### config.mk
export PLATFORM = sky130hd
export DESIGN_NAME = chd_cell
export DESIGN_NICKNAME = d
export VERILOG_FILES = /design/src/hw/rtl/chd_pkg.sv /design/src/hw/rtl/chd_cell.sv
export SDC_FILE = /design/constraint.sdc
export NUM_CORES = 1
export LEC_CHECK = 0
export BUFFER_PORTS_ARGS = -buffer_cell sky130_fd_sc_hd__buf_2
export CAP_MARGIN = 20
export CORE_MARGIN = 5
export CORE_UTILIZATION = 42
export CTS_BUF_LIST = sky130_fd_sc_hd__clkbuf_8 sky130_fd_sc_hd__clkbuf_16
export DETAILED_ROUTE_END_ITERATION = 10
export MAX_ROUTING_LAYER = met4
export PLACE_DENSITY = 0.86
export SETUP_SLACK_MARGIN = 0.4
export SYNTH_ARGS = -nofsm -noshare
export SYNTH_HDL_FRONTEND = slang
export SYNTH_SLANG_ARGS = --single-unit
### constraint.sdc
create_clock -name clk -period 4.1 [get_ports clk]
set_input_delay 0.615 -clock clk [delete_from_list [all_inputs] [get_ports clk]]
set_output_delay 0.615 -clock clk [all_outputs]
set_load 0.005 [all_outputs]
### src/hw/rtl/chd_pkg.sv
package chd_pkg;

    localparam int MAX_ENTRIES  = 256;
    localparam int MAX_CODE_LEN = 31;
    localparam int IDX_W        = $clog2(MAX_ENTRIES);
    localparam int CNT_W        = $clog2(MAX_ENTRIES + 1);
    localparam int LEN_W        = 5;
    localparam int SYM_W        = 8;
    localparam int CODE_W       = 31;
    localparam int COUNT_W      = 32;

    typedef enum logic [1:0] {
        REQ_LOAD  = 2'd0,
        REQ_BIT   = 2'd1,
        REQ_CLEAR = 2'd2,
        REQ_NONE  = 2'd3
    } req_t;

    typedef enum logic [1:0] {
        ST_DECODED  = 2'd0,
        ST_NO_CODE  = 2'd1,
        ST_FULL     = 2'd2,
        ST_RESERVED = 2'd3
    } status_t;

    typedef struct packed {
        logic [LEN_W-1:0]  len;
        logic [SYM_W-1:0]  sym;
        logic [CODE_W-1:0] code;
    } entry_t;

    typedef struct packed {
        logic insert;
        logic clear;
    } cell_ctl_t;

endpackage

### src/hw/rtl/chd_cell.sv
// One sorted table slot. Insert shifts the row right from the insertion point.
module chd_cell (
    input  logic                      clk,
    input  logic                      rst_n,
    input  chd_pkg::cell_ctl_t        ctl,
    input  chd_pkg::entry_t           key,
    input  chd_pkg::entry_t           prev_entry,
    input  logic                      prev_valid,
    input  logic                      prev_after,
    input  logic [chd_pkg::LEN_W-1:0] acc_len,
    input  logic [chd_pkg::CODE_W-1:0] acc_code,
    output chd_pkg::entry_t           entry,
    output logic                      valid,
    output logic                      after,
    output logic                      match,
    output logic                      longer
);
    chd_pkg::entry_t entry_reg, entry_next;
    logic            valid_reg, valid_next;

    // invalid slots order after any key
    assign after  = !valid_reg || (entry_reg > key);
    assign match  = valid_reg && (entry_reg.len == acc_len) && (entry_reg.code == acc_code);
    assign longer = valid_reg && (entry_reg.len > acc_len);
    assign entry  = entry_reg;
    assign valid  = valid_reg;

    always_comb
    begin
        entry_next = entry_reg;
        valid_next = valid_reg;
        if (ctl.clear)
        begin
            valid_next = 1'b0;
        end
        else if (ctl.insert)
        begin
            if (prev_after)
            begin
                entry_next = prev_entry;
                valid_next = prev_valid;
            end
            else if (after)
            begin
                entry_next = key;
                valid_next = 1'b1;
            end
        end
    end

    always_ff @(posedge clk or negedge rst_n)
    begin
        if (!rst_n)
        begin
            valid_reg <= 1'b0;
        end
        else
        begin
            valid_reg <= valid_next;
        end
    end

    always_ff @(posedge clk)
    begin
        entry_reg <= entry_next;
    end
endmodule

==> run metrics, run 1 <==
Num CTS Buffers=5; number of flip-flops in the largest register=44; maxcap violations=0; Fin Clk Skew=0.0119 ns; clk buf depth=2; H-Tree Depth=2; Detailed Routing Iterations Pass 1=6; cts repair resizes=0; largest net degree at the start of global routing=89; largest cells by area after synthesis=edfxtp_1 (39%), ha_1 (18%), xor2_1 (7.2%); Starting DRT DRC Count=161; #FFs+latches synth=45; Slew headroom=49.5%; CP max stage delay=0.43 ns; Nets=723; hold_ws=0.0897 ns; syn_nets=546; kind of critical path=reg2out; Setup Buffers After CTS=0; I/O Buffers=177; fin. max-slew vios=0; Total Power=1120 uW; Chip Height=100 um; critical path's slowest cell=edfxtp_1; Area Growth Syn to Fin=32.5%; All-Layer GR Usage=21.3%; Total Wirelength=10500 um; core footprint=8090 sq um; CTS tree=built; CP arrival=2.50 ns; syn avg cell area=9.33 sq um; layout cells sized above 1=35.6%; most instantiated library cell after synthesis=nand2_1; Placed Cells=642; crit end category=output pin; CTS sink count=45; VDD IR-drop max=146 uV; number of global-route vias before repair=3511; share of the synthesized area in the top cell type=38.6%; synth cell count leaders=nand2_1 (53), inv_1 (50), ha_1 (49), o21ai_0 (47), edfxtp_1 (44); outcome=finished clean; HP Class=in2async; Mapped Area=3420 sq um; clk root buf=clkbuf_8; yosys warns=0; cell type with the largest total area after synthesis=edfxtp_1; detailed-route wire length per cell=16.2 um; gr ovfl total=0; hold_buf cts=0; Reg clk slew, reported paths=0.09 ns; post-DR vias/cell=5.11; RSZ-0062 raised after global routing=no; Worst Path Buf+Inv=1; number of synthesized flops with an enable pin=44; power density of the placed cells=248 nW/um^2; slew at the pin closest to its max-slew limit=0.757 ns; post-synthesis cell count=367; Remaining DRCs=0; Register Area=1350 sq um; Placer Congestion=0.911; Finished Layout Cells=650; Worst EP required=3.48 ns; initial core utilization=42.3%; design area=4540 sq um; Max Fclk=321 MHz; final setup TNS=0 ns; Die ar.=10100 sq um; Final min period=3.11 ns; async set-reset flop share out of synthesis=2.22%; Post-DP HPWL=8880 um; # setup viols final=0; IO Count=178; dominant synthesized flop cell=edfxtp_1; Largest delay share family, worst path=simple AND/OR/NAND/NOR gates; Worst setup SP type=flip-flop; Placed Area=4450 sq um; Tcrit/Tclk final=75.9%; crit path max fanout=3; sequential fraction of the synthesis area=39.3%; ANT cells=0; area taken by multi-input logic gates=1860 sq um; row count=33; clk_lat worst skew=0.30 ns; filler cell count=750; P_leak=0.00230 uW; vias=3320; initial antenna violation count=0; Post-DRT Antenna Nets=0; global-route wire length before repair=16500 um; CP Cell Sequence=ha_1 > nand4_2 > nor4_4 > nand3_2 > or4_4 > nor2_1 > a21oi_1 > buf_2; Die X=100 um; Synth cell types=35; Fin. Hold Viols=0
-- report_power, final --
| group | total [uW] | switching (uW) | internal, uW |
|---|---|---|---|
| Combinational | 290 | 153 | 137 |
| Clock | 273 | 155 | 118 |
| Sequential | 561 | 23.9 | 537 |
-- worst paths after layout --
kind                                     startpoint                  end  slack, ns  depth (start not counted)
worst min-delay path                          rst_n    valid$_DFFE_PN0P_       0.09                          1
min in group clk                             ctl[0]    valid$_DFFE_PN0P_       0.50                          2
worst max-delay path            entry[42]$_DFFE_PP_                after       0.99                          8
worst min register to register    valid$_DFFE_PN0P_    valid$_DFFE_PN0P_       0.75                          2
worst max register to register  entry[42]$_DFFE_PP_  entry[18]$_DFFE_PP_       1.18                          8
max in group asynchronous                     rst_n    valid$_DFFE_PN0P_       3.92                          1
-- placed cells by master (no fill, tap or decap), types with 2 or more instances in the layout --
cell and count:
a211oi_1 3, a21o_1 5, a21oi_1 19, buf_2 177, buf_4 2, clkbuf_8 5
edfxtp_1 44, ha_1 49, inv_1 50, nand2_1 53, nand3_1 6, nand4_1 10
nor2_1 5, nor2b_1 3, nor3_1 5, nor4_1 8, o21ai_0 47, xnor2_1 3
xor2_1 28
-- layout make-up --
cell class,instances,area share [%]
clock buffer,5,1.52
tap,105,2.90
timing repair buffer,180,20.3
inverter,50,4.14
multi-input combinational,262,41.1
sequential,45,29.7
clock inverter,3,0.386
-- kinds of logic (layout without fill, tap and decap cells) --
group / Yosys count / count (layout) / synth area share, %
compound gates: 84 / 84 / 13.6
buf+inv: 60 / 238 / 6.58
fa+ha+maj: 49 / 49 / 17.9
xor+xnor: 31 / 31 / 7.93
flops: 45 / 45 / 39.3
simple gates: 97 / 97 / 14.4
mux: 1 / 1 / 0.329
-- metrics by stage --
stage | setup slack (ns) | utilization, %
finish | 0.989 | 56.1
global route | 0.843 | 56.1
CTS | 0.958 | 56.1
detailed placement | 0.866 | 55.0
global placement | 0.952 | 55.0
floorplan | 0.552 | -
-- metal layers --
metal / global-route usage (%) / part of all wire, % / vias up / wire length [um]
li1: - / - / 1648 / -
met1: 26.8 / 41 / 1503 / 4310
met2: 35.4 / 49 / 151 / 5180
met3: 3.68 / 7.8 / 18 / 815
met4: 5.70 / 1.9 / 0 / 197
met5: - / 0 / - / 0
-- worst reg2reg max path, stage by stage (launching register included) --
cell      delay [ns]
edfxtp_1        0.43
ha_1            0.35
nand4_2         0.18
nor4_4          0.36
nand3_2         0.14
o31ai_1         0.27
nor3_1          0.13
a21oi_4         0.45
buf_4           0.30
No activity file was read; power rests on OpenSTA's default activity.
==> inputs of run 2 (changes only) <==
==> constraint.sdc (replaced) <==
create_clock -name clk -period 2.69 [get_ports clk]
set_input_delay 0.4035 -clock clk [delete_from_list [all_inputs] [get_ports clk]]
set_output_delay 0.4035 -clock clk [all_outputs]
set_load 0.005 [all_outputs]
==> run metrics, run 2 (synthesized netlist as in run 1, its figures left out) <==
Chip Height=100 um; CTS sink count=45; commonest non-fill, non-tap cell in the layout=buf_2; R2R depth=10; Slew headroom=71.9%; P_int=1280 uW; failing checks=negative setup slack; Num CTS Buffers=5; Comb power frac=30.8%; Total Wirelength=12000 um; CP arrival=2.93 ns; Finished Layout Cells=676; number of global-route vias before repair=3658; Die ar.=10100 sq um; Die X=100 um; sw frac=30.4%; HP Class=in2reg; design area=5110 sq um; gr ovfl total=0; Reg clk slew, reported paths=0.09 ns; outcome=complete, but fails checks; largest net degree at the start of global routing=50; Max Fclk=349 MHz; Nets=749; maxcap violations=0; Remaining DRCs=0; Final min period=2.86 ns; detailed-route wire length per cell=17.8 um; IO Count=178; Placer Congestion=0.893; Post-DP HPWL=9240 um; most frequent cells in the layout=buf_2 (177), nand2_1 (52), inv_1 (48), o21ai_0 (46), edfxtp_1 (44); Fin. Hold Viols=0; P_sw=558 uW; I/O Buffers=177; vias=3561; Area Growth Syn to Fin=49.3%; Final WS setup=-0.172 ns; row count=33; clk root buf=clkbuf_8; clk_lat worst skew=0.30 ns; hold path depth=2; Detailed Routing Iterations Pass 1=5; Worst EP required=2.75 ns; initial antenna violation count=0; crit end category=flip-flop; layout cells sized above 1=43.6%; Flop pwr share=46.7%; crit path max fanout=6; RSZ-0062 raised after global routing=yes; initial core utilization=42.3%; core footprint=8090 sq um; Placed Area=4530 sq um; fin. max-slew vios=0; Starting DRT DRC Count=132; CTS tree=built; slew at the pin closest to its max-slew limit=0.422 ns; Tcrit/Tclk final=106%; power density of the placed cells=359 nW/um^2; clk buf depth=2; ANT cells=0; All-Layer GR Usage=23.5%; P_leak=0.00250 uW; Worst setup SP type=flip-flop; VDD IR-drop max=199 uV; H-Tree Depth=2; Fin Clk Skew=0.0137 ns; kind of critical path=reg2reg; number of flip-flops in the largest register=44; # setup viols final=45; Post-DRT Antenna Nets=0; global-route wire length before repair=17800 um; Placed Cells=645; Clk pwr share=22.5%; post-DR vias/cell=5.27
## run 2: cell count changes in the layout (fill, tap and decap cells not counted), sizes merged
cell / change
buf: +22
bufbuf: +3
clkinv: -1
dlygate4sd3: +1
inv: +1
## run 2: per-stage QoR
step	util (%)	hold slack (ns)	setup slack (ns)	power (uW)	setup TNS, ns
finish	63.2	0.271	-0.172	1840	-4.44
floorplan	-	0.108	-0.0997	1100	-4.39
global placement	56.0	0.178	0.0547	1310	0
CTS	61.5	0.257	-0.128	1800	-2.65
detailed placement	56.0	0.180	-0.0227	1330	-0.863
global route	63.2	0.260	-0.259	1930	-7.24
## run 2: timing repair
item                                    CTS  global route
hold endpoints to repair                  1             0
setup buffers                            12             6
endpoints found under the setup margin   46            47
gates cloned                              4             0
hold buffers                              1             0
pin swaps                                10             6
resized for setup                        18            14
## run 2: cell type report
type	instances	area [sq um]
Timing Repair Buffer	206	1250
Sequential cell	45	1350
Multi-Input combinational cell	262	2120
Clock buffer	5	68.8
Inverter	50	188
Clock inverter	3	13.8
Tap cell	105	131
Fill cell	667	2980
## run 2: power by group through the flow
| stage | clock [uW] | sequential (uW) | combinational [uW] |
|---|---|---|---|
| 2_1_floorplan | 0 | 866 | 235 |
| 3_3_place_gp | 0 | 871 | 440 |
| 3_5_place_dp | 0 | 872 | 461 |
| 4_1_cts | 417 | 856 | 531 |
| 5_1_grt | 452 | 861 | 620 |
| 6_report | 414 | 857 | 566 |
## run 2: path summary, 6_finish.rpt
check | startpoint | endpoint | slack [ns]
max in group asynchronous | rst_n | valid$_DFFE_PN0P_ | 2.19
hold reg to reg | valid$_DFFE_PN0P_ | valid$_DFFE_PN0P_ | 0.79
hold / removal | ctl[0] | valid$_DFFE_PN0P_ | 0.27
setup reg to reg | entry[35]$_DFFE_PP_ | entry[30]$_DFFE_PP_ | -0.17
setup / recovery | entry[35]$_DFFE_PP_ | entry[30]$_DFFE_PP_ | -0.17
min in group asynchronous | rst_n | valid$_DFFE_PN0P_ | 0.42
## run 2: critical path, stage by stage, from the launching register on
cell and delay, ns:
edfxtp_1 0.45, ha_4 0.31, nand4_1 0.16, nor4_4 0.36, nand3_2 0.13, or4_4 0.44, buf_4 0.16, o21ai_4 0.13
a21oi_4 0.06, buf_6 0.15, bufbuf_16 0.26
## run 2: metal layers
layer / part of all wire (%) / wire length [um] / up-vias / GRT usage, %
li1: - / - / 1707 / -
met1: 38 / 4550 / 1667 / 27.2
met2: 53 / 6380 / 154 / 41.7
met3: 6.1 / 729 / 33 / 2.92
met4: 3.0 / 358 / 0 / 8.08
met5: 0 / 0 / - / -
==> inputs of run 3 (changes only) <==
--- a/config.mk
+++ b/config.mk
@@ -13,6 +13,7 @@
 export DETAILED_ROUTE_END_ITERATION = 10
 export MAX_ROUTING_LAYER = met4
 export PLACE_DENSITY = 0.86
+export RECOVER_POWER = 25
 export SETUP_SLACK_MARGIN = 0.4
 export SYNTH_ARGS = -nofsm -noshare
 export SYNTH_HDL_FRONTEND = slang
==> run metrics, run 3 (synthesized netlist as in run 1, its figures left out) <==
CP Cell Sequence=ha_4 > nand4_1 > nor4_4 > nand3_2 > or4_4 > buf_4 > o21ai_4 > a21oi_4 > buf_6 > bufbuf_16; H-Tree Depth=2; critical path's slowest cell=edfxtp_1; Nets=749; Final min period=2.86 ns; Worst setup SP type=flip-flop; post-DR vias/cell=5.29; Num CTS Buffers=5; CTS tree=built; most frequent cells in the layout=buf_2 (176), nand2_1 (52), inv_1 (48), o21ai_0 (46), edfxtp_1 (44); power density of the placed cells=360 nW/um^2; Placer Congestion=0.893; CTS sink count=45; gr ovfl total=0; fin. max-slew vios=50; layout cells sized above 1=43.1%; kind of critical path=reg2reg; ANT cells=0; clk buf depth=2; commonest non-fill, non-tap cell in the layout=buf_2; detailed-route wire length per cell=17.7 um; clk_lat worst skew=0.30 ns; Post-DRT Antenna Nets=0; Fin. Hold Viols=0; Chip Height=100 um; initial antenna violation count=0; initial core utilization=42.3%; CP arrival=2.92 ns; number of flip-flops in the largest register=44; Area Growth Syn to Fin=49.1%; Post-DP HPWL=9240 um; global-route wire length before repair=17800 um; Slew headroom=-18.5%; Die ar.=10100 sq um; design area=5100 sq um; fin util=63.1%; Detailed Routing Iterations Pass 1=5; P_leak=0.00249 uW; row count=33; failing checks=max-capacitance violations, max-slew violations, negative setup slack; vias=3574; Remaining DRCs=0; # setup viols final=45; maxcap violations=1; Die X=100 um; number of global-route vias before repair=3658; Placed Area=4530 sq um; slew at the pin closest to its max-slew limit=1.78 ns; HP Class=in2reg; crit end category=flip-flop; All-Layer GR Usage=23.5%; VDD IR-drop max=199 uV; Fin Clk Skew=0.0129 ns; largest net degree at the start of global routing=50; Total Wirelength=12000 um; RSZ-0062 raised after global routing=yes; I/O Buffers=177; Reg clk slew, reported paths=0.09 ns; core footprint=8090 sq um; crit path max fanout=6; CP max stage delay=0.44 ns; Starting DRT DRC Count=172; Max Fclk=350 MHz; clk root buf=clkbuf_8; Final WS setup=-0.167 ns; Worst EP required=2.76 ns; outcome=complete, but fails checks; IO Count=178; Tcrit/Tclk final=106%
[run 3: changes by cell type in the layout (fill, tap and decap cells not counted)]
cell,delta
buf_2,-1
buf_4,-2
clkbuf_1,+3
[run 3: critical path: cells and delay by family (launching register included)]
family / cells / cell delay [ns]
simple gates: 4 / 1.10
flops: 1 / 0.44
fa+ha+maj: 1 / 0.30
buf+inv: 3 / 0.57
compound gates: 2 / 0.19
[run 3: worst paths after layout]
| path | from | endpoint | slack, ns | cells after the start |
|---|---|---|---|---|
| max | entry[35]$_DFFE_PP_ | entry[30]$_DFFE_PP_ | -0.17 | 10 |
| min | ctl[0] | valid$_DFFE_PN0P_ | 0.26 | 2 |
| max reg2reg | entry[35]$_DFFE_PP_ | entry[30]$_DFFE_PP_ | -0.17 | 10 |
| min reg2reg | valid$_DFFE_PN0P_ | valid$_DFFE_PN0P_ | 0.79 | 2 |
| max in group asynchronous | rst_n | valid$_DFFE_PN0P_ | 2.19 | 2 |
| min in group asynchronous | rst_n | valid$_DFFE_PN0P_ | 0.41 | 2 |
[run 3: what timing repair did]
| action | 4_1_cts | 5_1_grt |
|---|---|---|
| hold endpoints to repair | 1 | 0 |
| pin swaps | 10 | 6 |
| cloned | 4 | 0 |
| hold buffers | 1 | 0 |
| buffers inserted | 12 | 6 |
| setup endpoints to repair | 46 | 47 |
| resized for setup | 18 | 14 |
[run 3: report_power, final]
group / internal, uW / switching, uW
registers: 819 / 38.1
clock network: 177 / 238
logic: 283 / 282
total: 1280 / 558
[run 3: through the flow]
stage	instances	setup slack [ns]	hold slack, ns	TNS (ns)	total power, uW
finish	676	-0.167	0.263	-4.31	1840
global route	676	-0.259	0.260	-7.24	1930
CTS	670	-0.128	0.257	-2.65	1800
detailed placement	645	-0.0227	0.180	-0.863	1330
global placement	645	0.0547	0.178	0	1310
floorplan	367	-0.0997	0.108	-4.39	1100
[run 3: cell type report]
type | instances | area, sq um
multi-input cells | 262 | 2120
inverters | 50 | 188
flip-flops and latches | 45 | 1350
clock inverters | 3 | 13.8
clock buffers | 5 | 68.8
fillers | 670 | 2990
repair buffers | 206 | 1240
well taps | 105 | 131
[run 3: per-layer routing]
| metal | up-vias | global-route usage [%] | wire length (um) |
|---|---|---|---|
| met2 | 168 | 41.7 | 6360 |
| met1 | 1670 | 27.2 | 4540 |
| met5 | - | - | 0 |
| li1 | 1708 | - | - |
| met4 | 0 | 8.08 | 344 |
| met3 | 28 | 2.92 | 733 |
